$ cat src/hw/rtl/assert_macros.svh
// Assertion helpers for the RTL files that check their own logic.
`ifndef ASSERT_MACROS_SVH
`define ASSERT_MACROS_SVH

// Same-cycle implication, sampled on the rising clock edge, off during reset.
`define ASSERT_NOW(label, ante, cons, msg) \
    label: assert property (@(posedge clk) disable iff (!rst_n) (ante) |-> (cons)) \
        else $error(msg);

// Next-cycle implication, sampled on the rising clock edge, off during reset.
`define ASSERT_NEXT(label, ante, cons, msg) \
    label: assert property (@(posedge clk) disable iff (!rst_n) (ante) |=> (cons)) \
        else $error(msg);

`endif

$ cat src/hw/rtl/knx_pkg.sv
`default_nettype none

package knx_pkg;

    localparam int KNX_QUEUE_DEPTH = 4;

    localparam logic [7:0] CTRL_BASE = 8'h90;

    // Configuration register indexes.
    localparam logic [1:0] CFG_PRIORITY = 2'd0;
    localparam logic [1:0] CFG_REPEAT   = 2'd1;
    localparam logic [1:0] CFG_SOURCE   = 2'd2;

    // Octet positions of a telegram header.
    localparam logic [3:0] IDX_CTRL    = 4'd0;
    localparam logic [3:0] IDX_SRC_HI  = 4'd1;
    localparam logic [3:0] IDX_SRC_LO  = 4'd2;
    localparam logic [3:0] IDX_DST_HI  = 4'd3;
    localparam logic [3:0] IDX_DST_LO  = 4'd4;
    localparam logic [3:0] IDX_LEN     = 4'd5;
    localparam logic [3:0] IDX_APCI_HI = 4'd6;
    localparam logic [3:0] IDX_APCI_LO = 4'd7;
    localparam logic [3:0] IDX_CHECK   = 4'd8;

    // Octet positions of a payload transaction.
    localparam logic [3:0] IDX_PAYLOAD    = 4'd0;
    localparam logic [3:0] IDX_DATA_CHECK = 4'd1;

    typedef struct packed {
        logic [1:0]  priority_cfg;
        logic        repeat_flag;
        logic [15:0] source_address;
    } cfg_t;

    typedef struct packed {
        logic        is_start;
        logic        close;
        logic [7:0]  payload_byte;
        logic [3:0]  payload_length;
        logic [15:0] dest_address;
        logic        group_address;
        logic [3:0]  apci_code;
    } cmd_t;

    typedef struct packed {
        logic full;
        logic empty;
    } fifo_status_t;

endpackage

`default_nettype wire

$ cat src/hw/rtl/knx_front.sv
`default_nettype none

module knx_front
    import knx_pkg::*;
(
    input  wire logic         clk,
    input  wire logic         rst_n,
    input  wire logic         in_valid,
    output logic              in_stall,
    input  wire logic [7:0]   payload_byte,
    input  wire logic [3:0]   payload_length,
    input  wire logic [15:0]  dest_address,
    input  wire logic         group_address,
    input  wire logic [3:0]   apci_code,
    input  wire fifo_status_t fifo_status,
    output logic              push,
    output cmd_t              cmd
);

    logic [3:0] bytes_left_reg;
    logic [3:0] bytes_left_next;
    logic       idle;

    assign in_stall = fifo_status.full;
    assign push     = in_valid && !fifo_status.full;
    assign idle     = (bytes_left_reg == 4'd0);

    always_comb
    begin
        cmd.is_start       = idle;
        cmd.payload_byte   = payload_byte;
        cmd.payload_length = payload_length;
        cmd.dest_address   = dest_address;
        cmd.group_address  = group_address;
        cmd.apci_code      = apci_code;
        // A header closes at once when no payload transactions follow it.
        if (idle)
        begin
            cmd.close = (payload_length <= 4'd1);
        end
        else
        begin
            cmd.close = (bytes_left_reg == 4'd1);
        end
    end

    always_comb
    begin
        bytes_left_next = bytes_left_reg;
        if (push)
        begin
            if (idle)
            begin
                bytes_left_next = (payload_length <= 4'd1) ? 4'd0 : payload_length;
            end
            else
            begin
                bytes_left_next = bytes_left_reg - 4'd1;
            end
        end
    end

    always_ff @(posedge clk or negedge rst_n)
    begin
        if (!rst_n)
        begin
            bytes_left_reg <= 4'd0;
        end
        else
        begin
            bytes_left_reg <= bytes_left_next;
        end
    end

endmodule

`default_nettype wire

$ cat src/hw/rtl/knx_cmd_fifo.sv
`default_nettype none

module knx_cmd_fifo
    import knx_pkg::*;
#(
    parameter int DEPTH = KNX_QUEUE_DEPTH
)
(
    input  wire logic    clk,
    input  wire logic    rst_n,
    input  wire logic    push,
    input  wire cmd_t    push_cmd,
    input  wire logic    pop,
    output cmd_t         head,
    output fifo_status_t status
);

    localparam int PTR_W = (DEPTH > 1) ? $clog2(DEPTH) : 1;
    localparam int CNT_W = $clog2(DEPTH + 1);

    cmd_t             entry_reg [DEPTH];
    logic [PTR_W-1:0] wr_ptr_reg;
    logic [PTR_W-1:0] wr_ptr_next;
    logic [PTR_W-1:0] rd_ptr_reg;
    logic [PTR_W-1:0] rd_ptr_next;
    logic [CNT_W-1:0] count_reg;
    logic [CNT_W-1:0] count_next;
    logic             do_push;
    logic             do_pop;

    assign status.full  = (count_reg == CNT_W'(DEPTH));
    assign status.empty = (count_reg == '0);
    assign do_push      = push && !status.full;
    assign do_pop       = pop && !status.empty;
    assign head         = entry_reg[rd_ptr_reg];

    always_comb
    begin
        wr_ptr_next = wr_ptr_reg;
        rd_ptr_next = rd_ptr_reg;
        count_next  = count_reg;
        if (do_push)
        begin
            wr_ptr_next = (wr_ptr_reg == PTR_W'(DEPTH - 1)) ? '0 : wr_ptr_reg + 1'b1;
        end
        if (do_pop)
        begin
            rd_ptr_next = (rd_ptr_reg == PTR_W'(DEPTH - 1)) ? '0 : rd_ptr_reg + 1'b1;
        end
        if (do_push && !do_pop)
        begin
            count_next = count_reg + 1'b1;
        end
        else if (do_pop && !do_push)
        begin
            count_next = count_reg - 1'b1;
        end
    end

    always_ff @(posedge clk)
    begin
        if (do_push)
        begin
            entry_reg[wr_ptr_reg] <= push_cmd;
        end
    end

    always_ff @(posedge clk or negedge rst_n)
    begin
        if (!rst_n)
        begin
            wr_ptr_reg <= '0;
            rd_ptr_reg <= '0;
            count_reg  <= '0;
        end
        else
        begin
            wr_ptr_reg <= wr_ptr_next;
            rd_ptr_reg <= rd_ptr_next;
            count_reg  <= count_next;
        end
    end

endmodule

`default_nettype wire

$ cat src/hw/rtl/knx_back.sv
`default_nettype none

module knx_back
    import knx_pkg::*;
(
    input  wire logic         clk,
    input  wire logic         rst_n,
    input  wire cfg_t         cfg,
    input  wire cmd_t         head,
    input  wire fifo_status_t fifo_status,
    output logic              pop,
    output logic              out_valid,
    input  wire logic         out_stall,
    output logic [7:0]        frame_byte,
    output logic              end_of_frame
);

    logic [3:0] idx_reg;
    logic [3:0] idx_next;
    logic [7:0] check_reg;
    logic [7:0] check_next;
    logic       out_valid_reg;
    logic       out_valid_next;
    logic [7:0] frame_byte_reg;
    logic [7:0] frame_byte_next;
    logic       end_of_frame_reg;
    logic       end_of_frame_next;
    logic       load;
    logic       last_octet;
    logic       is_check;
    logic [7:0] octet;

    assign load = !fifo_status.empty && (!out_valid_reg || !out_stall);
    assign pop  = load && last_octet;

    always_comb
    begin
        if (head.is_start)
        begin
            is_check   = (idx_reg == IDX_CHECK);
            last_octet = head.close ? (idx_reg == IDX_CHECK) : (idx_reg == IDX_APCI_LO);
        end
        else
        begin
            is_check   = (idx_reg == IDX_DATA_CHECK);
            last_octet = head.close ? (idx_reg == IDX_DATA_CHECK) : (idx_reg == IDX_PAYLOAD);
        end
    end

    always_comb
    begin
        octet = ~check_reg;
        if (head.is_start)
        begin
            unique case (idx_reg)
                IDX_CTRL:
                begin
                    octet = CTRL_BASE | {2'b00, cfg.repeat_flag, 1'b0, cfg.priority_cfg, 2'b00};
                end
                IDX_SRC_HI:  octet = cfg.source_address[15:8];
                IDX_SRC_LO:  octet = cfg.source_address[7:0];
                IDX_DST_HI:  octet = head.dest_address[15:8];
                IDX_DST_LO:  octet = head.dest_address[7:0];
                IDX_LEN:     octet = {head.group_address, 3'b000, head.payload_length};
                IDX_APCI_HI: octet = {6'b000000, head.apci_code[3:2]};
                IDX_APCI_LO:
                begin
                    // Six data bits ride in this octet only for a one-byte telegram.
                    octet = {head.apci_code[1:0],
                             (head.payload_length == 4'd1) ? head.payload_byte[5:0] : 6'b000000};
                end
                default:     octet = ~check_reg;
            endcase
        end
        else if (!is_check)
        begin
            octet = head.payload_byte;
        end
    end

    always_comb
    begin
        idx_next          = idx_reg;
        check_next        = check_reg;
        out_valid_next    = out_valid_reg && out_stall;
        frame_byte_next   = frame_byte_reg;
        end_of_frame_next = end_of_frame_reg;
        if (load)
        begin
            out_valid_next    = 1'b1;
            frame_byte_next   = octet;
            end_of_frame_next = is_check;
            check_next        = is_check ? 8'h00 : (check_reg ^ octet);
            idx_next          = last_octet ? 4'd0 : idx_reg + 4'd1;
        end
    end

    always_ff @(posedge clk or negedge rst_n)
    begin
        if (!rst_n)
        begin
            idx_reg       <= 4'd0;
            check_reg     <= 8'h00;
            out_valid_reg <= 1'b0;
        end
        else
        begin
            idx_reg       <= idx_next;
            check_reg     <= check_next;
            out_valid_reg <= out_valid_next;
        end
    end

    always_ff @(posedge clk)
    begin
        frame_byte_reg   <= frame_byte_next;
        end_of_frame_reg <= end_of_frame_next;
    end

    assign out_valid    = out_valid_reg;
    assign frame_byte   = frame_byte_reg;
    assign end_of_frame = end_of_frame_reg;

endmodule

`default_nettype wire

$ cat src/hw/rtl/knx_frame_builder_top.sv
// Channel   Direction  Handshake            Payload
// input     in         in_valid / in_stall  payload_byte, payload_length, dest_address,
//                                           group_address, apci_code
// output    out        out_valid/out_stall  frame_byte, end_of_frame
// config    in         cfg_write_en         cfg_index, cfg_data
//
// A header transaction yields eight octets, or nine with the check octet.
// A payload transaction yields one octet, or two on the last one with the check octet.
// The octet sequencer in the back end sends one per cycle unless the output stalls; the
// command queue lets new transactions be taken while earlier ones are still being sent.
// Reset is asynchronous and active low; configuration returns to priority 3, no repeat,
// source address 0. A stalled output holds its octet while the sequencer waits.
`default_nettype none

`include "assert_macros.svh"

module knx_frame_builder_top
    import knx_pkg::*;
#(
    parameter int QUEUE_DEPTH = KNX_QUEUE_DEPTH
)
(
    input  wire logic        clk,
    input  wire logic        rst_n,
    input  wire logic        in_valid,
    output logic             in_stall,
    input  wire logic [7:0]  payload_byte,
    input  wire logic [3:0]  payload_length,
    input  wire logic [15:0] dest_address,
    input  wire logic        group_address,
    input  wire logic [3:0]  apci_code,
    output logic             out_valid,
    input  wire logic        out_stall,
    output logic [7:0]       frame_byte,
    output logic             end_of_frame,
    input  wire logic        cfg_write_en,
    input  wire logic [1:0]  cfg_index,
    input  wire logic [15:0] cfg_data
);

    cfg_t         cfg_reg;
    cfg_t         cfg_next;
    cmd_t         push_cmd;
    cmd_t         head;
    fifo_status_t fifo_status;
    logic         push;
    logic         pop;

    always_comb
    begin
        cfg_next = cfg_reg;
        if (cfg_write_en)
        begin
            unique case (cfg_index)
                CFG_PRIORITY: cfg_next.priority_cfg   = cfg_data[1:0];
                CFG_REPEAT:   cfg_next.repeat_flag    = cfg_data[0];
                CFG_SOURCE:   cfg_next.source_address = cfg_data;
                default:      cfg_next = cfg_reg;
            endcase
        end
    end

    always_ff @(posedge clk or negedge rst_n)
    begin
        if (!rst_n)
        begin
            cfg_reg.priority_cfg   <= 2'd3;
            cfg_reg.repeat_flag    <= 1'b0;
            cfg_reg.source_address <= 16'h0000;
        end
        else
        begin
            cfg_reg <= cfg_next;
        end
    end

    knx_front u_front (
        .clk            (clk),
        .rst_n          (rst_n),
        .in_valid       (in_valid),
        .in_stall       (in_stall),
        .payload_byte   (payload_byte),
        .payload_length (payload_length),
        .dest_address   (dest_address),
        .group_address  (group_address),
        .apci_code      (apci_code),
        .fifo_status    (fifo_status),
        .push           (push),
        .cmd            (push_cmd)
    );

    knx_cmd_fifo #(
        .DEPTH (QUEUE_DEPTH)
    ) u_fifo (
        .clk      (clk),
        .rst_n    (rst_n),
        .push     (push),
        .push_cmd (push_cmd),
        .pop      (pop),
        .head     (head),
        .status   (fifo_status)
    );

    knx_back u_back (
        .clk          (clk),
        .rst_n        (rst_n),
        .cfg          (cfg_reg),
        .head         (head),
        .fifo_status  (fifo_status),
        .pop          (pop),
        .out_valid    (out_valid),
        .out_stall    (out_stall),
        .frame_byte   (frame_byte),
        .end_of_frame (end_of_frame)
    );

    `ASSERT_NOW(a_no_push_when_full, push, !fifo_status.full, "command pushed into a full queue")
    `ASSERT_NOW(a_no_pop_when_empty, pop, !fifo_status.empty, "command popped from an empty queue")
    `ASSERT_NEXT(a_accept_queues, push, !fifo_status.empty, "accepted transaction not queued")
    `ASSERT_NOW(a_out_from_queue, $rose(out_valid), $past(!fifo_status.empty),
                "output octet appeared without a queued command")

endmodule

`default_nettype wire

$ cat config.mk
export PLATFORM = sky130hd
export DESIGN_NAME = knx_frame_builder_top
export DESIGN_NICKNAME = d
export VERILOG_FILES = /design/src/hw/rtl/knx_pkg.sv /design/src/hw/rtl/knx_front.sv /design/src/hw/rtl/knx_cmd_fifo.sv /design/src/hw/rtl/knx_back.sv /design/src/hw/rtl/knx_frame_builder_top.sv
export VERILOG_INCLUDE_DIRS = /design/src /design/src/hw/rtl
export SDC_FILE = /design/constraint.sdc
export NUM_CORES = 1
export LEC_CHECK = 0
export BUFFER_PORTS_ARGS = -buffer_cell sky130_fd_sc_hd__buf_2
export CORE_MARGIN = 5
export CORE_UTILIZATION = 45
export CTS_BUF_LIST = sky130_fd_sc_hd__clkbuf_2 sky130_fd_sc_hd__clkbuf_4 sky130_fd_sc_hd__clkbuf_8
export CTS_CLUSTER_DIAMETER = 120
export CTS_CLUSTER_SIZE = 8
export DETAILED_ROUTE_END_ITERATION = 10
export PLACE_DENSITY_LB_ADDON = 0.2
export SYNTH_ARGS = -nofsm -noshare
export SYNTH_HDL_FRONTEND = slang
export SYNTH_SLANG_ARGS = --single-unit
$ cat constraint.sdc
create_clock -name clk -period 2.85 [get_ports clk]
set_input_delay 0.4275 -clock clk [delete_from_list [all_inputs] [get_ports clk]]
set_output_delay 0.4275 -clock clk [all_outputs]
set_load 0.005 [all_outputs]
==> results_dict.tcl <==
set metrics [dict create \
    top_usage_layer "met2" \
    ys_warn_count 0 \
    synthesis.instances 525 \
    syn_area_um2 8328 \
    wl_um 17920 \
    ys_types 60 \
    largest_reg_flops 140 \
    grt_overflow 0 \
    worstSetupPathType "flip-flop to flip-flop" \
    cp_top_family "multiplexers" \
    fin_crit_sh_pct 94.80 \
    drt_pass1_iterations 5 \
    ys.flop_type "edfxtp_1" \
    p_leak_nw 3.449 \
    h-tree-depth 4 \
    die_width_um 146.0 \
    crit_fanout 4 \
    vias_per_cell 5.750 \
    met1_usage_pct 23.63 \
    grt_antenna_before_repair 0 \
    crit_chain "mux4_2, or3_1, a21oi_1, a311o_2, nand2_2, ha_4, inv_1, fa_1, mux2_2" \
    synthTopCellsByArea "edfxtp_1 (54%), dfrtp_1 (12%), mux4_2 (7.6%)" \
    clk_latency_ps 480 \
    critPathMaxStageDelay_ps 550 \
    vdd.ir_drop.worst_mv 0.3735 \
    wire_per_inst_um 20.91 \
    utilization_pct 52.07 \
    power_density_nw_per_um2 971.9 \
    fillers 1467 \
    core_um2 18090 \
    yosys.area.top_type_share_pct 53.73 \
    insertedDiodeCount 0 \
    cp_slowest_cell "mux4_2" \
    dieArea_um2 21330 \
    drt_iter0_drc 512 \
    postRouteAntennaNets 0 \
    fmax_mhz 370.1 \
    grt_pass1_wl_um 28330 \
    nNetsFinal 685 \
    tightest_slew_ps 759.4 \
    cts_buffers 17 \
    synthArstFlopShare_pct 22.40 \
    num_rows 49 \
    cts-root-buf "clkbuf_8" \
    slew_headroom_pct 49.22 \
    pin_count 67 \
    status "complete, no violations" \
    fin_crit_ps 2702 \
    synth-seq-cells 192 \
    yosysSeqAreaShare_pct 66.68 \
    finalSetupViolCount 0 \
    hold_viol_final 0 \
    dp_hpwl_um 12300 \
    gp_congestion 0.8622 \
    yosys.area.top_type "edfxtp_1" \
    final_layout_size_suffix_gt1_share_pct 32.17 \
    synth_edf_count 149 \
    post_cts_buffers 0 \
    start_util_pct 46.05 \
    whs_ps 156.0 \
    hold_class "primary input to flip-flop" \
    crit_required_ps 3210 \
    port_buffers 66 \
    post-place-ws_ps 94.28 \
    skew_ps 16.08 \
    end_kind "flip-flop" \
    grt_pass1_vias 5027 \
    grt_usage_pct 17.43 \
    arrival_ps 3060 \
    rsz0062_at_grt "true" \
    cp_num_buf_inv 1 \
    drc_errors 0 \
    clockBufferDepth 2 \
    seqCellArea_um2 5555 \
    grt_start_max_net_pins 36 \
    multi_input_area_um2 2614 \
    grt_use_met2_pct 27.94 \
    clk_pin_slew_worst_paths_ps 100 \
    met3_usage_pct 4.989 \
    via_count 4928 \
    cap_violations 0 \
    syn_to_final_growth_pct 13.09 \
    avgSynthCellArea_um2 15.86 \
    syn-num-nets 595 \
    cts_tree "yes" \
    clkSinkCount 192 \
    worst_slack_ps 148.1 \
    worstSetupStartpointType "flip-flop" \
    drv_slew 0 \
    die_h_um 146.0 \
]
## path summary, 6_finish.rpt
| path | from | endpoint | slack (ps) | cells after the start |
|---|---|---|---|---|
| worst max-delay path | u_fifo.rd_ptr_reg[0]$_DFFE_PN0P_ | u_fifo.count_reg[1]$_DFFE_PN0P_ | 150 | 9 |
| worst min-delay path | apci_code[1] | u_fifo.entry_reg[0][1]$_DFFE_PP_ | 160 | 1 |
| worst max register to register | u_fifo.rd_ptr_reg[0]$_DFFE_PN0P_ | u_fifo.count_reg[1]$_DFFE_PN0P_ | 150 | 9 |
| worst min register to register | u_fifo.count_reg[2]$_DFFE_PN0P_ | u_fifo.count_reg[2]$_DFFE_PN0P_ | 500 | 1 |
| max in group asynchronous | rst_n | cfg_reg[17]$_DFFE_PN1P_ | 1590 | 3 |
| min in group asynchronous | rst_n | u_front.bytes_left_reg[2]$_DFFE_PN0P_ | 490 | 2 |
## synth_stat cells, drive strengths merged (8+ instances only)
library cell  count
edfxtp          149
dfrtp            41
mux2             35
mux4             28
nand2            28
nor2             22
o21ai            19
inv              14
ha               13
mux2i            13
buf              12
clkbuf           12
nor3             12
a21oi            11
a22o              8
## worst register-to-register path, stage by stage, from the launching register on
cell,delay (ps)
dfrtp_2,410
mux4_2,550
or3_1,360
a21oi_1,150
a311o_2,150
nand2_2,90
ha_4,170
inv_1,70
fa_1,380
mux2_2,260
## cell usage in the layout, fill, tap and decap left out, drive strengths merged, types with 4 or more instances in the layout
| master | netlist | routed |
|---|---|---|
| o21ai | 19 | 19 |
| a22o | 8 | 8 |
| a22oi | 7 | 7 |
| dfrtp | 41 | 41 |
| buf | 12 | 94 |
| nand3 | 7 | 7 |
| mux4 | 28 | 28 |
| or3 | 5 | 5 |
| nor2b | 6 | 6 |
| ha | 13 | 13 |
| and2 | 6 | 6 |
| a222oi | 4 | 4 |
| nor3 | 12 | 12 |
| a211oi | 4 | 4 |
| nand3b | 4 | 4 |
| mux2 | 35 | 35 |
| clkinv | 1 | 5 |
| a31oi | 4 | 4 |
| nor2 | 22 | 22 |
| clkbuf | 12 | 20 |
| a21o | 4 | 4 |
| a21oi | 11 | 11 |
| nand2 | 28 | 28 |
| inv | 14 | 22 |
| nor3b | 7 | 7 |
| nor4 | 7 | 7 |
| edfxtp | 149 | 149 |
| mux2i | 13 | 13 |
## layout make-up
cell class | instances | share of cell area [%]
clock inverters | 12 | 1.050
flip-flops and latches | 192 | 58.99
repair buffers | 95 | 5.846
multi-input cells | 294 | 27.75
clock buffers | 20 | 2.724
inverters | 15 | 0.5978
well taps | 229 | 3.042
## power by group
part	switching (mW)	internal [mW]
clock	0.983	0.657
sequential	0.334	3.80
combinational	1.90	1.48
total	3.22	5.94
## stage by stage
| step | std cells | area, µm² | power [mW] | setup TNS, ps |
|---|---|---|---|---|
| 6_report | 857 | 9418 | 9.153 | 0 |
| 5_1_grt | 857 | 9418 | 9.705 | -9.597 |
| 4_1_cts | 857 | 9400 | 9.207 | 0 |
| 3_5_place_dp | 824 | 9035 | 7.565 | 0 |
| 3_3_place_gp | 824 | 9035 | 7.460 | 0 |
| 2_1_floorplan | 525 | 8328 | 6.448 | 0 |
## timing repair
item	4_1_cts	5_1_grt
hold endpoints to repair	24	0
hold buffers	1	0
gates resized for setup	0	4
setup endpoints to repair	0	5
## kinds of logic (layout without fill, tap and decap cells)
logic type               Yosys count  in the layout  share of synthesized area [%]
flip-flops                       192            192                          66.68
AND/OR/NAND/NOR                  116            116                          7.392
AO/OA/AOI/OAI                     85             85                          7.407
multiplexers                      76             76                          13.87
buffers and inverters             39            142                          2.148
adder cells (fa/ha/maj)           14             14                          2.194
XOR/XNOR                           3              3                         0.3156
## routing by layer
layer,vias to the layer above,share of wire [%]
met4,0,1.1
met3,17,6.7
met5,-,0
li1,2254,-
met1,2476,44
met2,181,48
Power figures use the tool's default switching activity.
